## src/design/sirc_tx_pkg.sv

```systemverilog
package sirc_tx_pkg;

  localparam int unsigned COMMAND_BITS = 7;
  localparam int unsigned ADDRESS_BITS = 5;
  localparam int unsigned TOTAL_BITS   = COMMAND_BITS + ADDRESS_BITS;
  localparam int unsigned BIT_IDX_W    = $clog2(TOTAL_BITS + 1);

  localparam int unsigned CFG_IDX_W  = 3;
  localparam int unsigned CFG_DATA_W = 16;

  localparam logic [5:0]  RST_CARRIER_HIGH = 6'd8;
  localparam logic [5:0]  RST_CARRIER_LOW  = 6'd18;
  localparam logic [7:0]  RST_START_BURST  = 8'd92;
  localparam logic [7:0]  RST_ONE_BURST    = 8'd46;
  localparam logic [7:0]  RST_ZERO_BURST   = 8'd23;
  localparam logic [11:0] RST_SPACE        = 12'd600;
  localparam logic [15:0] RST_TRAILER      = 16'd25000;

  typedef enum logic [CFG_IDX_W-1:0] {
    CFG_CARRIER_HIGH = 3'd0,
    CFG_CARRIER_LOW  = 3'd1,
    CFG_START_BURST  = 3'd2,
    CFG_ONE_BURST    = 3'd3,
    CFG_ZERO_BURST   = 3'd4,
    CFG_SPACE        = 3'd5,
    CFG_TRAILER      = 3'd6
  } cfg_reg_e;

  typedef enum logic [2:0] {
    PH_IDLE        = 3'd0,
    PH_START_BURST = 3'd1,
    PH_START_SPACE = 3'd2,
    PH_BIT_BURST   = 3'd3,
    PH_BIT_SPACE   = 3'd4,
    PH_TRAILER     = 3'd5
  } phase_e;

  typedef struct packed {
    logic                    opcode;
    logic [COMMAND_BITS-1:0] command;
    logic [ADDRESS_BITS-1:0] address;
  } in_beat_t;

  typedef struct packed {
    logic ir_level;
    logic busy_res;
    logic frame_done;
  } out_beat_t;

endpackage

```

## src/design/sirc_ir_frame_transmitter_unit.sv

```systemverilog
// Channel  | Signals                              | Dir | Beat
// ---------+--------------------------------------+-----+------------------------------
// in       | in_valid_i / in_ready_o / in_data_i  | in  | opcode, command, address
// out      | out_valid_o / out_ready_i/out_data_o | out | ir_level, busy_res, frame_done
// cfg      | cfg_we_i / cfg_idx_i / cfg_wdata_i   | in  | register write, no wait
//
// One beat per clock while the output is not stalled: each tick updates the
// frame state and loads the result register in the same cycle.
// The result register sets the rate: in_ready_o is high while it is empty or
// being drained, so a stalled output holds one beat and blocks further input.
// Reset (rst_ni low, async) idles the frame and restores register defaults.
module sirc_ir_frame_transmitter_unit (
  input  logic                                 clk_i,
  input  logic                                 rst_ni,
  input  logic                                 in_valid_i,
  output logic                                 in_ready_o,
  input  sirc_tx_pkg::in_beat_t                in_data_i,
  output logic                                 out_valid_o,
  input  logic                                 out_ready_i,
  output sirc_tx_pkg::out_beat_t               out_data_o,
  input  logic                                 cfg_we_i,
  input  logic [sirc_tx_pkg::CFG_IDX_W-1:0]    cfg_idx_i,
  input  logic [sirc_tx_pkg::CFG_DATA_W-1:0]   cfg_wdata_i
);

  localparam int unsigned TB = sirc_tx_pkg::TOTAL_BITS;
  localparam int unsigned BW = sirc_tx_pkg::BIT_IDX_W;

  logic [5:0]  carrier_high_q, carrier_low_q;
  logic [7:0]  start_burst_q, one_burst_q, zero_burst_q;
  logic [11:0] space_q;
  logic [15:0] trailer_q;

  sirc_tx_pkg::phase_e phase_q, phase_d;
  logic [TB-1:0] frame_bits_q, frame_bits_d;
  logic [BW-1:0] bit_index_q, bit_index_d;
  logic [7:0]    burst_left_q, burst_left_d;
  logic [6:0]    period_tick_q, period_tick_d;
  logic [15:0]   silence_q, silence_d;

  logic                   out_valid_q;
  sirc_tx_pkg::out_beat_t out_q, out_d;

  logic in_fire;

  logic [6:0]  period, pt_inc;
  logic [7:0]  bl_dec, one_len, zero_len;
  logic [15:0] sl_dec, space_len;
  logic [BW-1:0] bi_inc;
  logic          start;

  assign in_ready_o  = !out_valid_q || out_ready_i;
  assign in_fire     = in_valid_i && in_ready_o;
  assign out_valid_o = out_valid_q;
  assign out_data_o  = out_q;

  always_ff @(posedge clk_i or negedge rst_ni) begin
    if (!rst_ni) begin
      carrier_high_q <= sirc_tx_pkg::RST_CARRIER_HIGH;
      carrier_low_q  <= sirc_tx_pkg::RST_CARRIER_LOW;
      start_burst_q  <= sirc_tx_pkg::RST_START_BURST;
      one_burst_q    <= sirc_tx_pkg::RST_ONE_BURST;
      zero_burst_q   <= sirc_tx_pkg::RST_ZERO_BURST;
      space_q        <= sirc_tx_pkg::RST_SPACE;
      trailer_q      <= sirc_tx_pkg::RST_TRAILER;
    end else if (cfg_we_i) begin
      case (sirc_tx_pkg::cfg_reg_e'(cfg_idx_i))
        sirc_tx_pkg::CFG_CARRIER_HIGH: carrier_high_q <= cfg_wdata_i[5:0];
        sirc_tx_pkg::CFG_CARRIER_LOW:  carrier_low_q  <= cfg_wdata_i[5:0];
        sirc_tx_pkg::CFG_START_BURST:  start_burst_q  <= cfg_wdata_i[7:0];
        sirc_tx_pkg::CFG_ONE_BURST:    one_burst_q    <= cfg_wdata_i[7:0];
        sirc_tx_pkg::CFG_ZERO_BURST:   zero_burst_q   <= cfg_wdata_i[7:0];
        sirc_tx_pkg::CFG_SPACE:        space_q        <= cfg_wdata_i[11:0];
        sirc_tx_pkg::CFG_TRAILER:      trailer_q      <= cfg_wdata_i[15:0];
        default: ;
      endcase
    end
  end

  // zero lengths count as one
  assign one_len   = (one_burst_q == 8'd0) ? 8'd1 : one_burst_q;
  assign zero_len  = (zero_burst_q == 8'd0) ? 8'd1 : zero_burst_q;
  assign space_len = (space_q == 12'd0) ? 16'd1 : {4'd0, space_q};
  assign start     = in_data_i.opcode && (phase_q == sirc_tx_pkg::PH_IDLE);

  always_comb begin
    sirc_tx_pkg::phase_e ph;
    logic [TB-1:0] fb;
    logic [BW-1:0] bi;
    logic [7:0]    bl;
    logic [6:0]    pt;
    logic [15:0]   sl;

    ph = phase_q;
    fb = frame_bits_q;
    bi = bit_index_q;
    bl = burst_left_q;
    pt = period_tick_q;
    sl = silence_q;
    if (start) begin
      ph = sirc_tx_pkg::PH_START_BURST;
      fb = {in_data_i.address, in_data_i.command};
      bi = '0;
      bl = (start_burst_q == 8'd0) ? 8'd1 : start_burst_q;
      pt = '0;
      sl = '0;
    end

    period = {1'b0, carrier_high_q} + {1'b0, carrier_low_q};
    if (period == 7'd0) period = 7'd1;
    pt_inc = pt + 7'd1;
    bl_dec = (bl != 8'd0) ? bl - 8'd1 : 8'd0;
    sl_dec = (sl != 16'd0) ? sl - 16'd1 : 16'd0;
    bi_inc = bi + BW'(1);

    phase_d       = ph;
    frame_bits_d  = fb;
    bit_index_d   = bi;
    burst_left_d  = bl;
    period_tick_d = pt;
    silence_d     = sl;
    out_d         = '0;
    out_d.busy_res = (ph != sirc_tx_pkg::PH_IDLE);

    case (ph)
      sirc_tx_pkg::PH_START_BURST, sirc_tx_pkg::PH_BIT_BURST: begin
        out_d.ir_level = (pt < {1'b0, carrier_high_q});
        period_tick_d  = pt_inc;
        if (pt_inc >= period) begin
          period_tick_d = '0;
          burst_left_d  = bl_dec;
          if (bl_dec == 8'd0) begin
            phase_d   = (ph == sirc_tx_pkg::PH_START_BURST) ?
                        sirc_tx_pkg::PH_START_SPACE : sirc_tx_pkg::PH_BIT_SPACE;
            silence_d = space_len;
          end
        end
      end
      sirc_tx_pkg::PH_START_SPACE: begin
        silence_d = sl_dec;
        if (sl_dec == 16'd0) begin
          bit_index_d   = '0;
          phase_d       = sirc_tx_pkg::PH_BIT_BURST;
          period_tick_d = '0;
          burst_left_d  = fb[0] ? one_len : zero_len;
        end
      end
      sirc_tx_pkg::PH_BIT_SPACE: begin
        silence_d = sl_dec;
        if (sl_dec == 16'd0) begin
          bit_index_d = bi_inc;
          if (bi_inc < BW'(TB)) begin
            phase_d       = sirc_tx_pkg::PH_BIT_BURST;
            period_tick_d = '0;
            burst_left_d  = fb[bi_inc] ? one_len : zero_len;
          end else if (trailer_q == 16'd0) begin
            phase_d          = sirc_tx_pkg::PH_IDLE;
            out_d.frame_done = 1'b1;
          end else begin
            phase_d   = sirc_tx_pkg::PH_TRAILER;
            silence_d = trailer_q;
          end
        end
      end
      sirc_tx_pkg::PH_TRAILER: begin
        silence_d = sl_dec;
        if (sl_dec == 16'd0) begin
          phase_d          = sirc_tx_pkg::PH_IDLE;
          out_d.frame_done = 1'b1;
        end
      end
      default: phase_d = sirc_tx_pkg::PH_IDLE;
    endcase
  end

  always_ff @(posedge clk_i or negedge rst_ni) begin
    if (!rst_ni) begin
      phase_q       <= sirc_tx_pkg::PH_IDLE;
      frame_bits_q  <= '0;
      bit_index_q   <= '0;
      burst_left_q  <= '0;
      period_tick_q <= '0;
      silence_q     <= '0;
    end else if (in_fire) begin
      phase_q       <= phase_d;
      frame_bits_q  <= frame_bits_d;
      bit_index_q   <= bit_index_d;
      burst_left_q  <= burst_left_d;
      period_tick_q <= period_tick_d;
      silence_q     <= silence_d;
    end
  end

  always_ff @(posedge clk_i or negedge rst_ni) begin
    if (!rst_ni) begin
      out_valid_q <= 1'b0;
    end else if (in_fire) begin
      out_valid_q <= 1'b1;
    end else if (out_ready_i) begin
      out_valid_q <= 1'b0;
    end
  end

  always_ff @(posedge clk_i) begin
    if (in_fire) begin
      out_q <= out_d;
    end
  end

  a_done_busy: assert property (@(posedge clk_i) disable iff (!rst_ni)
    out_valid_q && out_q.frame_done |-> out_q.busy_res)
    else $error("frame_done without busy");

  a_fire_valid: assert property (@(posedge clk_i) disable iff (!rst_ni)
    in_fire |=> out_valid_q)
    else $error("accepted beat produced no result");

  a_idle_tick: assert property (@(posedge clk_i) disable iff (!rst_ni)
    in_fire && !in_data_i.opcode && (phase_q == sirc_tx_pkg::PH_IDLE)
    |=> !out_q.busy_res && !out_q.ir_level)
    else $error("idle tick reported activity");

  a_done_idle: assert property (@(posedge clk_i) disable iff (!rst_ni)
    in_fire && out_d.frame_done |=> phase_q == sirc_tx_pkg::PH_IDLE)
    else $error("frame_done without return to idle");

  a_bit_range: assert property (@(posedge clk_i) disable iff (!rst_ni)
    bit_index_q <= BW'(TB))
    else $error("bit index out of range");

endmodule
```

## config.mk

```make
export PLATFORM = sky130hd
export DESIGN_NAME = sirc_ir_frame_transmitter_unit
export DESIGN_NICKNAME = d
export VERILOG_FILES = /design/src/design/sirc_tx_pkg.sv /design/src/design/sirc_ir_frame_transmitter_unit.sv
export SDC_FILE = /design/constraint.sdc
export NUM_CORES = 1
export LEC_CHECK = 0
export BUFFER_PORTS_ARGS = -buffer_cell sky130_fd_sc_hd__buf_2
export CORE_ASPECT_RATIO = 0.6
export CORE_MARGIN = 1
export CORE_UTILIZATION = 30
export CTS_BUF_LIST = sky130_fd_sc_hd__clkbuf_2
export CTS_CLUSTER_DIAMETER = 60
export DETAILED_ROUTE_END_ITERATION = 7
export GPL_TIMING_DRIVEN = 0
export PLACE_DENSITY = 0.53
export SLEW_MARGIN = 20
export SYNTH_ARGS = -nofsm -noshare
export SYNTH_HDL_FRONTEND = slang
export SYNTH_SLANG_ARGS = --single-unit
```

## constraint.sdc

```tcl
create_clock -name clk_i -period 15 [get_ports clk_i]
set_input_delay 0 -clock clk_i [delete_from_list [all_inputs] [get_ports clk_i]]
set_output_delay 0 -clock clk_i [all_outputs]
set_load 0.01 [all_outputs]
```

# After elaboration in Yosys (flattened, before gate mapping)
# Index checks and enable logic that the tools add are counted.
# Widths: inputs -> output; s select.
# classes
addsub	5
reduce_logical	27
n_lt_le_gt_ge	4
mux	52
n_eq_ne	11
# op_table
operator	count
$mux 16	7
$mux 8	11
$pmux 16 s3	1
$mux 7	6
$logic_not 16->1	2
$logic_not 8->1	4
$mux 3	9
$mux 12	2
$pmux 8 s3	1
$pmux 7 s3	1
$reduce_bool 16->1	1
$sub 16x1->16 const B	1
$eq 3x3->1 const B	5
$reduce_and 2->1	7
$eq 3x2->1 const B	4
$logic_not 12->1	1
$mux 4	3
$pmux 3 s4	1
$pmux 4 s2	1
$reduce_bool 8->1	1
$sub 8x1->8 const B	1
$add 6x6->7	1
$add 7x1->7 const B	1
$ge 7x7->1	1
other kinds (16)	26
# word_totals
word_cells	116
in_bits	37
regBits	118
out_inout_bits	5

# Depth between registers and ports, before layout
# depth
depth_word	10
depth_mapped	22

# Least setup slack after synthesis
# OpenSTA, ideal clock, no wires.
# synth_path
path_kind	flip-flop to flip-flop
startpoint	reg phase_q[0]
endpoint	reg silence_q[6]
path_slack_ps	9865
setup_ps	64
t_arrival_ps	5070
stages_incl_launch_ff	23
required_time_ps	14936
path_cell_list	dfrtp_1 > buf_2 > or4b_1 > buf_6 > buf_8 > clkbuf_1 > clkbuf_1 > clkbuf_1 > and2_1 > ha_1 > nand3_1 > xor2_1 > nor2_1 > ha_1 > and2_0 > a221o_1 > a41oi_1 > nor2_1 > o311ai_1 > clkbuf_1 > a22oi_1 > o21ai_1 > a21o_1
# synth_via
elab_chain_cells	9
# synth_rtl
element	line	text
from (decl)	sirc_ir_frame_transmitter_unit.sv:34	sirc_tx_pkg::phase_e phase_q, phase_d;
from (signal assigned)	sirc_ir_frame_transmitter_unit.sv:178	phase_q <= sirc_tx_pkg::PH_IDLE;
from (signal assigned)	sirc_ir_frame_transmitter_unit.sv:185	phase_q <= phase_d;
$logic_not 3->1	sirc_ir_frame_transmitter_unit.sv:84	assign start = in_data_i.opcode && (phase_q == sirc_tx_pkg::PH_IDLE);
$logic_and 1x1->1	sirc_ir_frame_transmitter_unit.sv:84	
$mux 16 or $mux 8 (tied branches)	sirc_ir_frame_transmitter_unit.sv:100	if (start) begin
$sub 16x1->16, or another cell as far along	sirc_ir_frame_transmitter_unit.sv:113	sl_dec = (sl != 16'd0) ? sl - 16'd1 : 16'd0;
$mux 16 or $mux 8 (tied branches)	sirc_ir_frame_transmitter_unit.sv:113, sirc_ir_frame_transmitter_unit.sv:112	
$mux 16 or $logic_not 8->1 (tied branches)	sirc_ir_frame_transmitter_unit.sv:156, sirc_ir_frame_transmitter_unit.sv:132	
$mux 16 (on tied branches)	sirc_ir_frame_transmitter_unit.sv:152, sirc_ir_frame_transmitter_unit.sv:132	
$mux 16 (on tied branches)	sirc_ir_frame_transmitter_unit.sv:150, sirc_ir_frame_transmitter_unit.sv:129	
$pmux 16 s3 *	sirc_ir_frame_transmitter_unit.sv:125	case (ph)
to (signal assigned)	sirc_ir_frame_transmitter_unit.sv:190	silence_q <= silence_d;
to (decl)	sirc_ir_frame_transmitter_unit.sv:39	logic [15:0] silence_q, silence_d;
# Every way passes the cells marked *; elsewhere a longest branch is shown, timed or not.
# A chain may end at the register's enable or synchronous reset.

# Worst setup path in the final report
# Same ends and word-level chain as after synthesis.

==> key figures <==
Critical path
  • Worst r2r src: phase_q[0]
  • CP max-delay cell: a41oi_1
  • Worst r2r path cells: 23
  • Most Frequent Cell on Critical Path: clkbuf_1
  • Required time of the critical path: 15710 ps
  • Peak per-stage delay on the critical path: 850 ps
  • WS Path Type: reg2reg
  • FF-to-FF setup slack: 7910 ps
  • R2r endpoint: silence_q[6]
  • Crit path arrival time: 7790 ps
  • Crit. End Element: flip-flop
  • Crit. Startpoint: phase_q[0]
  • CP Launch Type: flip-flop
  • Max Fanout on Critical Path: 10
  • CP cell instances: buf_2, or4b_1, buf_6, buf_8, clkbuf_1, clkbuf_1, clkbuf_1, and2_1, ha_1, nand3_1, xor2_1, nor2_1, ha_1, and2_0, a221o_1, a41oi_1, nor2_1, o311ai_2, buf_4, clkbuf_1, a22oi_1, o21ai_1, a21o_1

Min path
  • Worst hold path depth: 4
  • Hold EP: carrier_low_q[1]
  • Min-delay src: cfg_wdata_i[1]
  • Worst hold path type: in2reg

Synth
  • Register area share after synthesis: 0.386
  • Compound-gate portion of the synthesized area: 0.167
  • Synth Instances: 791
  • Yosys top cell by area: dfrtp_1
  • Top post-synthesis cells by area: dfrtp_1, mux2_2, dfstp_2
  • Most common cell in the synthesized netlist: dfrtp_1
  • Avg Cell Area, Syn: 9.83 um2
  • Simple-Gate Fraction of Synth Area: 0.189
  • Xor and xnor area share after synthesis: 0.0169
  • Mux cell area share after synthesis: 0.160
  • Top cell type's share of synthesized area: 0.290
  • Post-synth EDFFs: 3
  • Post-Synth Adder-Cell Area: 0.0396
  • Primary FF master, synth: dfrtp_1
  • Post-Syn Nets: 852
  • Synth top cells by count: dfrtp_1, mux2_2, nand2_1
  • Largest family of logic cells by synthesized area: simple AND/OR/NAND/NOR gates
  • Post-synth ARST share: 0.975
  • Syn. warnings: 0
  • Unique cell type count in the Yosys netlist: 87
  • Synthesized cell area: 0.00777 mm2
  • #FFs+latches synth: 118

Final layout
  • Final Non-Filler Cells: 1266
  • Share of cells above drive strength 1: 0.236
  • Fin util: 0.372
  • Post-layout nets: 984
  • Synth-to-layout area growth: 21.1%
  • FILL cells: 2585

Clock tree
  • Clock Sinks: 118
  • Clk root buf: clkbuf_2
  • Clock latency on the worst-skew pair: 800 ps
  • CTS Buf Count: 17
  • Post-cts sizing count: 0
  • Worst-case clock buffer depth: 2
  • Clock transition at path regs: 210 ps
  • H-tree levels: 4
  • CTS tree: done

Die
  • IO Pins: 42
  • Die Area: 0.0266 mm2
  • FP Rows: 45
  • Core ar.: 0.0253 mm2
  • Die width: 210 um
  • Starting density of the core: 0.307
  • Height of the chip: 127 um

Global routing
  • Largest net degree at the start of global routing: 80
  • Initial antenna violation count: 1
  • Gr ovfl total: 0
  • First-pass GRT wire length: 41.7 mm
  • Total GRT Usage: 0.211
  • Vias in the first global route: 6814

Timing
  • Fin. max-slew vios: 0
  • Max Fclk: 141 MHz
  • Setup TNS: 0 ps
  • # setup viols final: 0
  • Period utilization: 0.472
  • RSZ-0062 raised after global routing: false
  • Fin. Hold Viols: 0
  • Rel. slew slack: 0.234
  • Minimum clock period: 7090 ps
  • Clock skew: 57.5 ps
  • Tightest Pin Transition: 1130 ps

Pwr
  • Pwr Total: 1.48 mW
  • Leakage Power: 3.85 nW
  • Pwr Density: 157 mW/mm2
  • Max rail drop VDD: 0.0816 mV

Run status
  • Status: finished, final reports clean

Placement
  • Number of port buffers: 39
  • Placer Congestion: 1.01
  • Post-DP HPWL: 19.7 mm
  • Placed cell count: 1161

Route
  • Routed vias/inst: 5.67
  • Vias post-DR: 7173
  • First-pass iteration count of the detailed router: 6
  • Average wire per standard cell: 21.5 um
  • DRC errors left: 0
  • Total wire length: 27.2 mm
  • First-iteration detailed-routing DRC count: 886
  • Post-DRT Antenna Nets: 0

Flow run
  • MaxCap Viol Count: 0
==> metrics by stage <==
stage                     area [um2]  setup slack [ps]  hold slack [ps]
final                           9420              7910             89.2
after global routing            9420              7610             17.4
after CTS                       9410              8070             10.9
after detailed placement        8440              8180            -58.6
after global placement          8380              7280              225
after floorplan                 7770              9870             -296
==> flip-flops by register name (all words and copies together), names as in the netlist, 6 cells and up <==
signal	count
trailer_q	16
burst_left_q	8
start_burst_q	8
carrier_high_q	6
silence_q	16
zero_burst_q	8
space_q	12
frame_bits_q	12
one_burst_q	8
period_tick_q	7
carrier_low_q	6
==> layout make-up <==
type                       instances  area [um2]  area share
antenna                            1        2.50    0.000266
multi-input combinational        609        4470       0.475
timing repair buffer             113         967       0.103
buffer                            45         251      0.0267
clock inverter                    14         150      0.0159
clock buffer                      18        90.1     0.00957
sequential                       118        3000       0.319
tap                              329         412      0.0437
inverter                          19        71.3     0.00757
==> report_power, final <==
| part | switching [mW] | internal, mW |
|---|---|---|
| registers | 0.0976 | 0.420 |
| logic | 0.424 | 0.315 |
| clock network | 0.144 | 0.0789 |
==> cell families after synthesis <==
kind of cell    Yosys count
buf+inv                  64
simple gates            274
fa+ha+maj                24
flops                   118
xor+xnor                 15
compound gates          186
mux                     110
==> layer usage <==
layer | wire, um | track usage | vias to the layer above
met4 | 383 | 0.0489 | 0
met3 | 2930 | 0.0807 | 36
li1 | - | - | 3278
met5 | 0 | 0 | -
met2 | 9340 | 0.249 | 331
met1 | 14500 | 0.339 | 3528
==> layout by cell type, fill, tap and decap left out, types with 9 or more instances in the layout <==
cell and n:
clkbuf_2 18, dlygate4sd3_1 71, inv_1 18, xnor2_1 9, nor2_1 46, mux2_2 81
nor4_1 21, clkbuf_1 31, a22o_1 15, a31oi_1 12, nor3_1 27, o21ai_0 36
nand3_1 24, a21oi_1 35, buf_2 43, mux2i_1 25, dfstp_2 25, dfrtp_1 90
and2_1 14, nand2_1 68, ha_1 23, nand2b_1 10, a221o_1 10
==> worst max-delay path, delay by kind of cell (launching register included) <==
kind                       cells  cell delay (ps)
buffers and inverters          8             2900
AOI/OAI and AO/OA              6             1840
and+or+nand+nor                6             1100
adders and majority gates      2              610
DFF                            1              370
xor gates and xnor gates       1              160
==> how the worst max path moves through the flow <==
stage,to,cells past startpoint
after global placement,silence_q[6],22
after detailed placement,silence_q[6],23
after CTS,silence_q[6],23
final,silence_q[6],23
after floorplan,silence_q[6],22
after global routing,silence_q[6],23
==> timing repair <==
action                     CTS  global route
setup endpoints to repair    0             0
hold endpoints to repair   210             0
hold buffers                72             0
buffers inserted             0             0
(Power assumes the default switching activity.)
